<file path="config.mk">
export PLATFORM = sky130hd
export DESIGN_NAME = vector_line_dot_generator
export DESIGN_NICKNAME = d
export VERILOG_FILES = /design/src/hw/rtl/vldg_pkg.sv /design/src/hw/rtl/vldg_scale.sv /design/src/hw/rtl/vldg_datapath.sv /design/src/hw/rtl/vldg_ctrl.sv /design/src/hw/rtl/vector_line_dot_generator.sv
export SDC_FILE = /design/constraint.sdc
export NUM_CORES = 2
export LEC_CHECK = 0
export ABC_AREA = 1
export BUFFER_PORTS_ARGS = -buffer_cell sky130_fd_sc_hd__buf_2
export CORE_UTILIZATION = 35
export DETAILED_ROUTE_END_ITERATION = 10
export SLEW_MARGIN = 20
export SYNTH_ARGS = -nofsm -noshare
export SYNTH_HDL_FRONTEND = slang
export SYNTH_SLANG_ARGS = --single-unit
</file>
<file path="constraint.sdc">
create_clock -name aclk -period 8.4 [get_ports aclk]
set_input_delay 1.26 -clock aclk [delete_from_list [all_inputs] [get_ports aclk]]
set_output_delay 1.26 -clock aclk [all_outputs]
set_load 0.01 [all_outputs]
</file>
<file path="src/hw/rtl/vldg_pkg.sv">
// Shared types and constants for the vector line dot generator.
`timescale 1ns / 1ps
`default_nettype none

package vldg_pkg;

    // Full-scale coordinates that map to DAC code 255
    localparam int MAX_X_DEF = 33000;
    localparam int MAX_Y_DEF = 41000;

    localparam int COORD_W = 16;
    localparam int CUR_W   = 17;
    localparam int ERR_W   = 19;
    localparam int DAC_W   = 8;

    // Request kinds carried on s_tuser
    localparam logic FUNC_LOAD    = 1'b0;
    localparam logic FUNC_ADVANCE = 1'b1;

    typedef enum logic [2:0] {
        ST_IDLE,
        ST_CALC,
        ST_NORM,
        ST_MULT,
        ST_DONE
    } state_t;

    typedef struct packed {
        logic capture;     // take the request into the item registers
        logic step;        // load or advance the line state
        logic latch_last;  // register the last-dot flag, update line_active
        logic load_out;    // move the scaled dot into the output register
    } ctrl_cmd_t;

    typedef struct packed {
        logic emit;        // the captured request produces a dot
    } dp_status_t;

endpackage : vldg_pkg

`default_nettype wire

</file>
<file path="src/hw/rtl/vldg_scale.sv">
// Two-stage constant scaler: min(255, value*255/DIVISOR) by reciprocal multiply.
`timescale 1ns / 1ps
`default_nettype none

module vldg_scale
    import vldg_pkg::*;
#(
    parameter int DIVISOR = MAX_X_DEF
) (
    input  wire logic               aclk,
    input  wire logic               aresetn,
    input  wire logic [CUR_W-1:0]   value,
    output logic      [DAC_W-1:0]   code
);

    localparam int NumW  = CUR_W + DAC_W;      // value*255 fits here
    localparam int Shift = NumW;
    localparam int RecW  = Shift + 1;
    localparam int ProdW = NumW + RecW;
    localparam logic [RecW-1:0]    Recip = RecW'((64'(1) << Shift) / DIVISOR);
    localparam logic [COORD_W-1:0] DivW  = COORD_W'(DIVISOR);
    localparam int QdW = DAC_W + COORD_W;

    logic [NumW-1:0]  n_reg, n_next;
    logic [NumW-1:0]  n_d_reg;
    logic [ProdW-1:0] prod_reg, prod_next;

    logic [RecW-1:0]  q0_w;
    logic             sat_w;
    logic [DAC_W-1:0] q8_w;
    logic [QdW-1:0]   qd_w;
    logic [NumW-1:0]  rem_w;
    logic [DAC_W:0]   q_fix_w;

    // value*255 as value*256 - value
    assign n_next    = {value, {DAC_W{1'b0}}} - {{DAC_W{1'b0}}, value};
    assign prod_next = ProdW'(n_reg) * ProdW'(Recip);

    always_ff @(posedge aclk) begin
        if (!aresetn) begin
            n_reg    <= '0;
            n_d_reg  <= '0;
            prod_reg <= '0;
        end else begin
            n_reg    <= n_next;
            n_d_reg  <= n_reg;
            prod_reg <= prod_next;
        end
    end

    // Estimate is the true quotient or one below it
    assign q0_w  = prod_reg[ProdW-1:Shift];
    assign sat_w = (q0_w > RecW'(2**DAC_W - 1));
    assign q8_w  = q0_w[DAC_W-1:0];
    assign qd_w  = QdW'(q8_w) * QdW'(DivW);
    assign rem_w = n_d_reg - NumW'(qd_w);

    always_comb begin
        q_fix_w = {1'b0, q8_w};
        if (rem_w >= NumW'(DivW)) begin
            q_fix_w = {1'b0, q8_w} + (DAC_W+1)'(1);
        end
        if (sat_w || q_fix_w[DAC_W]) begin
            code = {DAC_W{1'b1}};
        end else begin
            code = q_fix_w[DAC_W-1:0];
        end
    end

    // The reciprocal estimate is never more than one short
    a_rem_bound: assert property (@(posedge aclk) disable iff (!aresetn)
        !sat_w |-> (rem_w < (NumW'(DivW) << 1)))
        else $error("scaler remainder out of range");

    a_rem_nonneg: assert property (@(posedge aclk) disable iff (!aresetn)
        !sat_w |-> (NumW'(qd_w) <= n_d_reg))
        else $error("scaler estimate above true quotient");

    a_sat_code: assert property (@(posedge aclk) disable iff (!aresetn)
        sat_w |-> (code == {DAC_W{1'b1}}))
        else $error("scaler saturation lost");

endmodule : vldg_scale

`default_nettype wire

</file>
<file path="src/hw/rtl/vldg_datapath.sv">
// Line state, Bresenham step logic, DAC scaling and output payload register.
`timescale 1ns / 1ps
`default_nettype none

module vldg_datapath
    import vldg_pkg::*;
#(
    parameter int MAX_X = MAX_X_DEF,
    parameter int MAX_Y = MAX_Y_DEF
) (
    input  wire logic                aclk,
    input  wire logic                aresetn,
    input  wire ctrl_cmd_t           cmd,
    input  wire logic                func,
    input  wire logic [COORD_W-1:0]  x_start,
    input  wire logic [COORD_W-1:0]  y_start,
    input  wire logic [COORD_W-1:0]  x_end,
    input  wire logic [COORD_W-1:0]  y_end,
    output dp_status_t               status,
    output logic      [DAC_W-1:0]    dac_x,
    output logic      [DAC_W-1:0]    dac_y,
    output logic                     last_dot
);

    localparam logic [CUR_W-1:0] MaxYW = CUR_W'(MAX_Y);

    // Captured request
    logic               func_reg;
    logic [COORD_W-1:0] xs_reg, ys_reg, xe_reg, ye_reg;

    // Line state
    logic [CUR_W-1:0]        cur_x_reg, cur_x_next;
    logic [CUR_W-1:0]        cur_y_reg, cur_y_next;
    logic [COORD_W-1:0]      major_end_reg, major_end_next;
    logic signed [ERR_W-1:0] err_reg, err_next;
    logic [COORD_W-1:0]      dmaj_reg, dmaj_next;
    logic [COORD_W-1:0]      dmin_reg, dmin_next;
    logic                    x_major_reg, x_major_next;
    logic                    minor_up_reg, minor_up_next;
    logic                    line_active_reg, line_active_next;

    // Output payload
    logic [DAC_W-1:0] dac_x_reg, dac_y_reg;
    logic             last_reg;
    logic             last_dot_reg;

    // Load path
    logic signed [COORD_W:0] dx_w, dy_w;
    logic [COORD_W-1:0]      adx_w, ady_w, ld_dmaj_w, ld_dmin_w;
    logic                    dx_pos_w, dy_pos_w, ld_xmaj_w, swap_w;

    // Advance path
    logic                    step_minor_w;
    logic [CUR_W-1:0]        major_cur_w, minor_cur_w, major_inc_w, minor_new_w;
    logic signed [ERR_W-1:0] err_inc_w;

    logic             last_w;
    logic [CUR_W-1:0] vy_w;
    logic [DAC_W-1:0] code_x_w, code_y_w;

    always_ff @(posedge aclk) begin
        if (cmd.capture) begin
            func_reg <= func;
            xs_reg   <= x_start;
            ys_reg   <= y_start;
            xe_reg   <= x_end;
            ye_reg   <= y_end;
        end
    end

    assign dx_w     = $signed({1'b0, xe_reg}) - $signed({1'b0, xs_reg});
    assign dy_w     = $signed({1'b0, ye_reg}) - $signed({1'b0, ys_reg});
    assign adx_w    = dx_w[COORD_W] ? COORD_W'(-dx_w) : dx_w[COORD_W-1:0];
    assign ady_w    = dy_w[COORD_W] ? COORD_W'(-dy_w) : dy_w[COORD_W-1:0];
    assign dx_pos_w = !dx_w[COORD_W] && (dx_w != '0);
    assign dy_pos_w = !dy_w[COORD_W] && (dy_w != '0);
    assign ld_xmaj_w = (ady_w <= adx_w);
    assign swap_w    = ld_xmaj_w ? dx_w[COORD_W] : dy_w[COORD_W];
    assign ld_dmaj_w = ld_xmaj_w ? adx_w : ady_w;
    assign ld_dmin_w = ld_xmaj_w ? ady_w : adx_w;

    // X-major steps on err >= 0, Y-major only on err > 0
    assign step_minor_w = x_major_reg ? !err_reg[ERR_W-1]
                                      : (!err_reg[ERR_W-1] && (err_reg != '0));
    assign major_cur_w = x_major_reg ? cur_x_reg : cur_y_reg;
    assign minor_cur_w = x_major_reg ? cur_y_reg : cur_x_reg;
    assign major_inc_w = major_cur_w + CUR_W'(1);

    always_comb begin
        minor_new_w = minor_cur_w;
        if (step_minor_w) begin
            minor_new_w = minor_up_reg ? minor_cur_w + CUR_W'(1)
                                       : minor_cur_w - CUR_W'(1);
        end
    end

    assign err_inc_w = step_minor_w
        ? ($signed({2'b0, dmin_reg, 1'b0}) - $signed({2'b0, dmaj_reg, 1'b0}))
        : $signed({2'b0, dmin_reg, 1'b0});

    always_comb begin
        cur_x_next     = cur_x_reg;
        cur_y_next     = cur_y_reg;
        major_end_next = major_end_reg;
        err_next       = err_reg;
        dmaj_next      = dmaj_reg;
        dmin_next      = dmin_reg;
        x_major_next   = x_major_reg;
        minor_up_next  = minor_up_reg;
        if (cmd.step) begin
            if (func_reg == FUNC_LOAD) begin
                minor_up_next  = (dx_w[COORD_W] && dy_w[COORD_W]) || (dx_pos_w && dy_pos_w);
                x_major_next   = ld_xmaj_w;
                dmaj_next      = ld_dmaj_w;
                dmin_next      = ld_dmin_w;
                major_end_next = ld_xmaj_w ? (swap_w ? xs_reg : xe_reg)
                                           : (swap_w ? ys_reg : ye_reg);
                cur_x_next     = {1'b0, swap_w ? xe_reg : xs_reg};
                cur_y_next     = {1'b0, swap_w ? ye_reg : ys_reg};
                err_next       = $signed({2'b0, ld_dmin_w, 1'b0})
                               - $signed({3'b0, ld_dmaj_w});
            end else begin
                if (x_major_reg) begin
                    cur_x_next = major_inc_w;
                    cur_y_next = minor_new_w;
                end else begin
                    cur_y_next = major_inc_w;
                    cur_x_next = minor_new_w;
                end
                err_next = err_reg + err_inc_w;
            end
        end
    end

    assign last_w = (major_cur_w == {1'b0, major_end_reg});

    always_comb begin
        line_active_next = line_active_reg;
        if (cmd.latch_last) begin
            line_active_next = !last_w;
        end
    end

    always_ff @(posedge aclk) begin
        if (!aresetn) begin
            cur_x_reg       <= '0;
            cur_y_reg       <= '0;
            major_end_reg   <= '0;
            err_reg         <= '0;
            dmaj_reg        <= '0;
            dmin_reg        <= '0;
            x_major_reg     <= 1'b0;
            minor_up_reg    <= 1'b0;
            line_active_reg <= 1'b0;
        end else begin
            cur_x_reg       <= cur_x_next;
            cur_y_reg       <= cur_y_next;
            major_end_reg   <= major_end_next;
            err_reg         <= err_next;
            dmaj_reg        <= dmaj_next;
            dmin_reg        <= dmin_next;
            x_major_reg     <= x_major_next;
            minor_up_reg    <= minor_up_next;
            line_active_reg <= line_active_next;
        end
    end

    assign status.emit = (func_reg == FUNC_LOAD) || line_active_reg;

    // Vertical axis is inverted; at or past full scale it pins to zero
    assign vy_w = (cur_y_reg >= MaxYW) ? '0 : MaxYW - cur_y_reg;

    vldg_scale #(.DIVISOR(MAX_X)) u_scale_x (
        .aclk    (aclk),
        .aresetn (aresetn),
        .value   (cur_x_reg),
        .code    (code_x_w)
    );

    vldg_scale #(.DIVISOR(MAX_Y)) u_scale_y (
        .aclk    (aclk),
        .aresetn (aresetn),
        .value   (vy_w),
        .code    (code_y_w)
    );

    always_ff @(posedge aclk) begin
        if (cmd.latch_last) begin
            last_reg <= last_w;
        end
        if (cmd.load_out) begin
            dac_x_reg    <= code_x_w;
            dac_y_reg    <= code_y_w;
            last_dot_reg <= last_reg;
        end
    end

    assign dac_x    = dac_x_reg;
    assign dac_y    = dac_y_reg;
    assign last_dot = last_dot_reg;

    a_major_in_range: assert property (@(posedge aclk) disable iff (!aresetn)
        line_active_reg |-> (major_cur_w <= {1'b0, major_end_reg}))
        else $error("major coordinate ran past the line end");

    a_last_clears: assert property (@(posedge aclk) disable iff (!aresetn)
        cmd.latch_last && last_w |=> !line_active_reg)
        else $error("line stayed active after its last dot");

    a_idle_advance_holds: assert property (@(posedge aclk) disable iff (!aresetn)
        cmd.step && (func_reg == FUNC_ADVANCE) && !line_active_reg
        |=> $stable(cur_x_reg) && $stable(cur_y_reg))
        else $error("advance without a line moved the dot");

endmodule : vldg_datapath

`default_nettype wire

</file>
<file path="src/hw/rtl/vldg_ctrl.sv">
// Sequencing state machine and result-valid register.
`timescale 1ns / 1ps
`default_nettype none

module vldg_ctrl
    import vldg_pkg::*;
(
    input  wire logic        aclk,
    input  wire logic        aresetn,
    input  wire logic        s_tvalid,
    output logic             s_tready,
    output logic             m_tvalid,
    input  wire logic        m_tready,
    input  wire dp_status_t  status,
    output ctrl_cmd_t        cmd
);

    state_t state_reg, state_next;
    logic   m_tvalid_reg, m_tvalid_next;
    logic   out_free_w;

    assign out_free_w = !m_tvalid_reg || m_tready;

    always_comb begin
        state_next = state_reg;
        unique case (state_reg)
            ST_IDLE: begin
                if (s_tvalid) begin
                    state_next = ST_CALC;
                end
            end
            ST_CALC: begin
                state_next = status.emit ? ST_NORM : ST_IDLE;
            end
            ST_NORM: state_next = ST_MULT;
            ST_MULT: state_next = ST_DONE;
            ST_DONE: begin
                if (out_free_w) begin
                    state_next = ST_IDLE;
                end
            end
            default: state_next = ST_IDLE;
        endcase
    end

    always_comb begin
        s_tready = 1'b0;
        cmd      = '0;
        unique case (state_reg)
            ST_IDLE: begin
                s_tready    = 1'b1;
                cmd.capture = s_tvalid;
            end
            ST_CALC: cmd.step       = status.emit;
            ST_NORM: cmd.latch_last = 1'b1;
            ST_MULT: ;
            ST_DONE: cmd.load_out   = out_free_w;
            default: ;
        endcase
    end

    always_comb begin
        m_tvalid_next = m_tvalid_reg;
        if (cmd.load_out) begin
            m_tvalid_next = 1'b1;
        end else if (m_tready) begin
            m_tvalid_next = 1'b0;
        end
    end

    always_ff @(posedge aclk) begin
        if (!aresetn) begin
            state_reg    <= ST_IDLE;
            m_tvalid_reg <= 1'b0;
        end else begin
            state_reg    <= state_next;
            m_tvalid_reg <= m_tvalid_next;
        end
    end

    assign m_tvalid = m_tvalid_reg;

    a_accept_to_calc: assert property (@(posedge aclk) disable iff (!aresetn)
        s_tvalid && s_tready |=> state_reg == ST_CALC)
        else $error("accepted request did not start");

    a_scale_latency: assert property (@(posedge aclk) disable iff (!aresetn)
        state_reg == ST_NORM |=> state_reg == ST_MULT ##1 state_reg == ST_DONE)
        else $error("scaler sequence broken");

    a_no_overwrite: assert property (@(posedge aclk) disable iff (!aresetn)
        cmd.load_out |-> !(m_tvalid_reg && !m_tready))
        else $error("pending result overwritten");

    a_result_after_done: assert property (@(posedge aclk) disable iff (!aresetn)
        $rose(m_tvalid_reg) |-> $past(state_reg) == ST_DONE)
        else $error("result raised outside the done state");

endmodule : vldg_ctrl

`default_nettype wire

</file>
<file path="src/hw/rtl/vector_line_dot_generator.sv">
// Top level of the vector line dot generator: stream ports, controller and datapath.
`timescale 1ns / 1ps
`default_nettype none

// Walks a Bresenham line one dot per request and emits 8-bit DAC codes for an
// X/Y display. A load request (s_tuser = 0) takes two endpoints from s_tdata and
// emits the first dot; an advance request (s_tuser = 1) emits the next dot, or
// nothing when no line is active. m_tlast marks a line's final dot. One request
// is handled at a time: a request that gives a dot passes the line step, the
// last-dot check with the first scaler stage, the second scaler stage and
// the output register before m_tvalid rises, and only then does the input
// take the next request. An advance with no active line frees the input as
// soon as it finds that no line is active, without scaling a dot. The next
// request is taken as soon as the dot sits in the output register, while it
// still waits for m_tready; a following dot then holds in its last step until
// the output register is free.
module vector_line_dot_generator
    import vldg_pkg::*;
#(
    parameter int MAX_X = MAX_X_DEF,
    parameter int MAX_Y = MAX_Y_DEF
) (
    input  wire logic        aclk,
    input  wire logic        aresetn,
    input  wire logic        s_tvalid,
    output logic             s_tready,
    input  wire logic [63:0] s_tdata,   // x_start, y_start, x_end, y_end
    input  wire logic        s_tuser,   // func
    output logic             m_tvalid,
    input  wire logic        m_tready,
    output logic      [15:0] m_tdata,   // dac_x, dac_y
    output logic             m_tlast
);

    ctrl_cmd_t        cmd;
    dp_status_t       status;
    logic [DAC_W-1:0] dac_x, dac_y;

    vldg_ctrl u_ctrl (
        .aclk     (aclk),
        .aresetn  (aresetn),
        .s_tvalid (s_tvalid),
        .s_tready (s_tready),
        .m_tvalid (m_tvalid),
        .m_tready (m_tready),
        .status   (status),
        .cmd      (cmd)
    );

    vldg_datapath #(
        .MAX_X (MAX_X),
        .MAX_Y (MAX_Y)
    ) u_datapath (
        .aclk     (aclk),
        .aresetn  (aresetn),
        .cmd      (cmd),
        .func     (s_tuser),
        .x_start  (s_tdata[15:0]),
        .y_start  (s_tdata[31:16]),
        .x_end    (s_tdata[47:32]),
        .y_end    (s_tdata[63:48]),
        .status   (status),
        .dac_x    (dac_x),
        .dac_y    (dac_y),
        .last_dot (m_tlast)
    );

    assign m_tdata = {dac_y, dac_x};

endmodule : vector_line_dot_generator

`default_nettype wire
</file>
* Word-level counts from Yosys, hierarchy flattened
Index checks and enable logic that the tools add are counted.
** Word-level totals
- Word-level logic and storage cells :: 120
- Output and inout bits :: 19
- Bits of input ports :: 69
- Flip-flop bits (word level) :: 393
** Cells by class
- Add/sub/neg operators :: 17
- Bitwise gates (word level) :: 1
- Muxes and demuxes :: 35
- Multipliers :: 4
- Reductions and logical operators :: 22
- Eq/ne operators :: 7
- $lt $le $gt $ge :: 6
** Operators by type and width (count)
- 17-bit two-way mux :: 9
- 16-bit two-way mux :: 9
- 26-bit by 8-bit greater-than comparator with 1-bit output, second input constant :: 2
- 25-bit by 16-bit greater-or-equal comparator with 1-bit output, second input constant :: 2
- 25-bit by 17-bit subtractor with 25-bit output :: 2
- 25-bit by 24-bit subtractor with 25-bit output :: 2
- 8-bit by 13-bit multiplier with 21-bit output, second input constant :: 2
- 19-bit two-way mux :: 2
- 17-bit by 1-bit adder with 17-bit output, second input constant :: 2
- 25-bit by 9-bit multiplier with 34-bit output, second input constant :: 1
- 17-bit nonzero test :: 2
- 16-bit by 16-bit subtractor with 17-bit output :: 2
- 25-bit by 7-bit multiplier with 32-bit output, second input constant :: 1
- 16-bit negator :: 2
- 19-bit adder :: 1
- 19-bit nonzero test :: 1
- 8-bit by 1-bit adder with 9-bit output, second input constant :: 2
- 9-bit two-way mux :: 2
- 17-bit by 16-bit subtractor with 18-bit output :: 1
- 17-bit by 17-bit subtractor with 18-bit output :: 1
- 17-bit by 16-bit == test with 1-bit output :: 1
- 17-bit by 16-bit greater-or-equal comparator with 1-bit output, second input constant :: 1
- 16-bit by 17-bit subtractor with 17-bit output, first input constant :: 1
- 17-bit by 1-bit subtractor with 17-bit output, second input constant :: 1
- 17 further kinds :: 40

* Longest topological paths before layout
- Word-level depth :: 7
- Gate-level depth with buffers :: 53
- Mapped depth without buffers :: 51

* By module
From an unflattened synthesis, not the netlist that was laid out.
** Unflattened totals
- Cells, all modules :: 4792
- Area, all modules :: 33498.4 um^2
** By module, submodules not included
- vldg_datapath :: times used 1, sequential area each 4574.4 um^2, area an instance 15887.7 um^2, cells an instance 2376
- vldg_scale (u_datapath.u_scale_y) :: times used 1, sequential area each 1201.2 um^2, area an instance 8749.6 um^2, cells an instance 1241
- vldg_scale (u_datapath.u_scale_x) :: times used 1, sequential area each 1141.1 um^2, area an instance 8649.5 um^2, cells an instance 1145
- vldg_ctrl :: times used 1, sequential area each 80.1 um^2, area an instance 211.5 um^2, cells an instance 30

* Worst setup path before layout
No wires, ideal clock.
- Kind :: flip-flop to flip-flop
- Start point :: register u_datapath.u_scale_x.prod_reg[27]
- End point :: register u_datapath.dac_x_reg[0], in the netlist u_datapath.dac_x[0], data pin
- Cell stages (with the launch flop) :: 37
- Buffers on the path :: 0
- Setup time :: 268 ps
- Period minus slack after synthesis :: 6880 ps
- Arrival :: 6612 ps
- Slack :: 1520 ps
- Path through :: dfxtp_1 -> inv_1 -> fa_1 -> inv_1 -> ha_1 -> inv_1 -> fa_1 -> fa_1 -> inv_1 -> ha_1 -> a21oi_1 -> o21bai_1 -> nand2_1 -> a21oi_1 -> nor2_1 -> o21bai_1 -> a21oi_1 -> o21ai_0 -> nand2_1 -> nand2_1 -> a21oi_1 -> nor4_1 -> xor2_1 -> ha_1 -> nand2_1 -> nor4_1 -> nand3_1 -> nand3_1 -> xor2_1 -> a21boi_0 -> o21ai_0 -> nor3_2 -> nand2_1 -> nor2_2 -> nand2_2 -> a21oi_4 -> nand3_1
** On the way
- Longest elaborated chain between the ends :: 5
** Ends and longest elaborated chain
- from (decl) :: RTL line vldg_scale.sv:26 : logic [ProdW-1:0] prod_reg, prod_next;
- from (signal assigned) :: RTL line vldg_scale.sv:47 : prod_reg <= prod_next;
- 8-bit by 13-bit multiplier with 21-bit output :: RTL line vldg_scale.sv:55 : assign qd_w = QdW'(q8_w) * QdW'(DivW);
- 25-bit by 24-bit subtractor with 25-bit output :: RTL line vldg_scale.sv:56 : assign rem_w = n_d_reg - NumW'(qd_w);
- 25-bit by 16-bit greater-or-equal comparator with 1-bit output :: RTL line vldg_scale.sv:60 : if (rem_w >= NumW'(DivW)) begin
- 9-bit two-way mux :: RTL line vldg_scale.sv:60
- 1-bit logical OR :: RTL line vldg_scale.sv:63 : if (sat_w || q_fix_w[DAC_W]) begin
- to (signal assigned) :: RTL line vldg_datapath.sv:192 : dac_x_reg <= code_x_w;
- to (decl) :: RTL line vldg_datapath.sv:43 : logic [DAC_W-1:0] dac_x_reg, dac_y_reg;
Parallel ways exist; a longest one is shown, timed or not.
A chain may end at the register's enable or synchronous reset.

* Worst setup path in the final report
- Start point :: register u_datapath.u_scale_x.prod_reg[28]
- End point :: register u_datapath.dac_x_reg[5], in the netlist u_datapath.dac_x[5], data pin
Same word-level chain as after synthesis.

==> results.py <==
metrics = {
    "status": {
        "outcome": "finished, final reports clean",
    },
    "worst_setup_path": {
        "start_kind": "flip-flop",
        "cp_slowest_cell": "fa_1",
        "cp-end-kind": "flip-flop",
        "required_ps": 8720,
        "timing.rr.end": "u_datapath.dac_x[5]",
        "crit_fanout": 9,
        "r2r_cells": 36,
        "worstPathArrival_ps": 8050,
        "r2r_slack_ps": 660,
        "path_buf_inv": 4,
        "critical_path_class": "flip-flop to flip-flop",
        "r2r-start": "u_datapath.u_scale_x.prod_reg[28]",
        "cpPeakStageDelay_ps": 560,
        "crit_family": "adder cells",
    },
    "route": {
        "met3_length_um": 3320,
        "vias_per_cell": 4.97,
        "drt_first_iter_violations": 1584,
        "wire_per_inst_um": 15.5,
        "wl_um": 80600,
        "wl_met2_um": 37000,
        "vias": 25900,
        "drtPass1Iterations": 5,
        "route.detailed.drc": 0,
        "top_layer_used": "met4",
        "ant_nets": 0,
        "met1_length_um": 38400,
    },
    "layout": {
        "area_delta_synth_final_pct": 9.64,
        "mostFrequentLayoutCells": "nand2_1, inv_1, ha_1, a21oi_1, o21ai_0",
        "n_antenna_cell": 0,
        "final_common_cell": "nand2_1",
        "drive_gt1_share_pct": 6.92,
        "nNetsFinal": 4654,
        "nFillCells": 8977,
    },
    "clock_network": {
        "ctsHoldBuffers": 0,
        "clkSinkCount": 305,
        "cts_buffers": 41,
        "cts_buffer_depth": 3,
        "postCtsSetupBuffers": 0,
        "clk_latency_ps": 610,
        "h-tree-depth": 2,
        "cts_tree": "yes",
        "cts_root_buf": "clkbuf_16",
        "clkSlewWorstSetupHoldPaths_ps": 60,
    },
    "floorplanning": {
        "die_h_um": 297,
        "start_util_pct": 35.5,
        "io_pins": 88,
        "row_count": 107,
        "design.die.area_um2": 88100,
        "fp.coreArea_um2": 85700,
        "die_x_um": 297,
    },
    "grt": {
        "grt_usage_pct": 18.3,
        "grt_pass1_wl_um": 132000,
        "antenna_found_initial": 0,
        "grt_pass1_vias": 25400,
        "overflow": 0,
        "grt_max_degree": 92,
    },
    "timing": {
        "final-setup-viol-count": 0,
        "fin_crit_sh_pct": 92.1,
        "tns_ps": 0,
        "rsz0062_at_grt": "false",
        "hold_viol": 0,
        "max_slew_margin_pct": 28.1,
        "finalMaxSlewViolations": 0,
        "tightest_slew_ps": 1070,
        "clock_skew_ps": 33.5,
        "fmax_mhz": 129,
        "finalCriticalPeriod_ps": 7740,
    },
    "yosys": {
        "netlist_area_um2": 30400,
        "yosysUniqueCellTypes": 74,
        "async_flop_share_pct": 0,
        "syn_area_per_cell_um2": 7.64,
        "synth_edf_count": 83,
        "synth.net_count": 4606,
        "yosysSeqAreaShare_pct": 22.8,
        "yosys_register_bits": 305,
        "syn_inst": 3981,
        "ys_warn_count": 0,
        "synth_top_flop_cell": "dfxtp_1",
    },
    "placement": {
        "gp_congestion": 0.897,
        "portBuffers": 87,
        "place_hpwl_um": 63800,
    },
    "worst_hold_path": {
        "hp-start": "u_datapath.dmaj_reg[0]",
        "hold_end": "u_datapath.dmaj_reg[0]",
        "hp-class": "flip-flop to flip-flop",
        "holdPathStages": 2,
    },
    "job": {
        "cap_violations": 0,
    },
}
worst register-to-register path: cells and delay by family, from the launching register on:
kind,cells,cell delay [ps]
AO/OA/AOI/OAI,11,1830
XOR/XNOR,2,290
adder cells (fa/ha/maj),6,2610
buffers and inverters,4,320
flip-flops,1,480
AND/OR/NAND/NOR,13,1920
cell type report:
cell class                 instances  area (um2)  area share [%]
clock buffer                      50        1070            3.21
timing repair buffer             107         588            1.76
clock inverter                    23         290           0.870
tap                             1144        1430            4.29
multi-input combinational       2897       20500            61.5
sequential                       305        6940            20.8
inverter                         677        2540            7.62
worst max-delay path by stage:
| stage | slack, ps | to | from | depth (start not counted) |
|---|---|---|---|---|
| after global placement | 660 | u_datapath.dac_x[5] | u_datapath.u_scale_x.prod_reg[27] | 36 |
| final | 660 | u_datapath.dac_x[5] | u_datapath.u_scale_x.prod_reg[28] | 36 |
| after global routing | 50 | u_datapath.dac_x[5] | u_datapath.u_scale_x.prod_reg[28] | 36 |
| after CTS | 510 | u_datapath.dac_x[5] | u_datapath.u_scale_x.prod_reg[27] | 36 |
| after detailed placement | 570 | u_datapath.dac_x[5] | u_datapath.u_scale_x.prod_reg[27] | 36 |
| after floorplan | 1520 | u_datapath.dac_x[0] | u_datapath.u_scale_x.prod_reg[27] | 36 |
metal layers:
metal / up-vias / global-route usage [%]
met5: - / 0
met4: 0 / 5.21
met2: 513 / 31.0
met1: 11900 / 24.4
met3: 106 / 2.08
li1: 13300 / -
cell families (layout without fill, tap and decap cells):
kind of cell	Yosys count	after routing	share of synthesized area (%)
AOI/OAI and AO/OA	890	890	17.2
muxes	7	7	0.234
buffers and inverters	779	857	9.95
and+or+nand+nor	1276	1276	17.9
xor gates and xnor gates	168	168	4.91
DFF	305	305	22.8
adders and majority gates	556	556	27.1
cell usage after synthesis (6+ instances only):
cell type	number	share of area, %
nand3_1	167	2.7
nor2_2	9	0.19
dfxtp_1	222	15
inv_2	8	0.099
o21bai_1	18	0.44
ha_1	385	16
edfxtp_1	83	8.2
mux2i_1	6	0.20
buf_6	9	0.33
inv_1	666	8.2
nor4_1	17	0.35
clkbuf_1	70	0.86
o211ai_1	64	1.6
xor2_1	105	3.0
a21oi_1	349	5.7
nor3_2	6	0.20
o221ai_1	9	0.26
fa_1	171	11
xnor2_1	60	1.7
o211ai_2	20	0.82
a21o_1	13	0.32
nand2_2	16	0.33
a32oi_1	12	0.35
nor2_1	243	3.0
o21a_1	12	0.30
a31oi_1	33	0.68
or2_2	12	0.25
a211oi_1	15	0.37
buf_2	14	0.23
o21ai_0	264	4.3
nor3_1	38	0.63
nand4_1	34	0.70
a221oi_1	7	0.20
buf_1	6	0.074
o21ai_1	35	0.58
nand2_1	710	8.8
metrics by stage:
stage / util (%) / instance area (um2) / hold slack (ps) / std cells / setup WS [ps]
after global routing: 38.9 / 33400 / 491 / 5203 / 47.2
after detailed placement: 37.3 / 32000 / 462 / 5130 / 567
after global placement: 37.3 / 32000 / 459 / 5130 / 659
final: 38.9 / 33400 / 473 / 5203 / 665
after CTS: 38.9 / 33300 / 471 / 5203 / 512
after floorplan: - / 30400 / 400 / 3981 / 1520
repair_timing:
item,CTS,global route
gates resized for setup,0,3
hold endpoints to repair,0,0
setup endpoints to repair,0,8
Power is left out: the tool's default activity adds up to more than one toggle a clock period on the data nets, which glitch-free logic cannot reach.
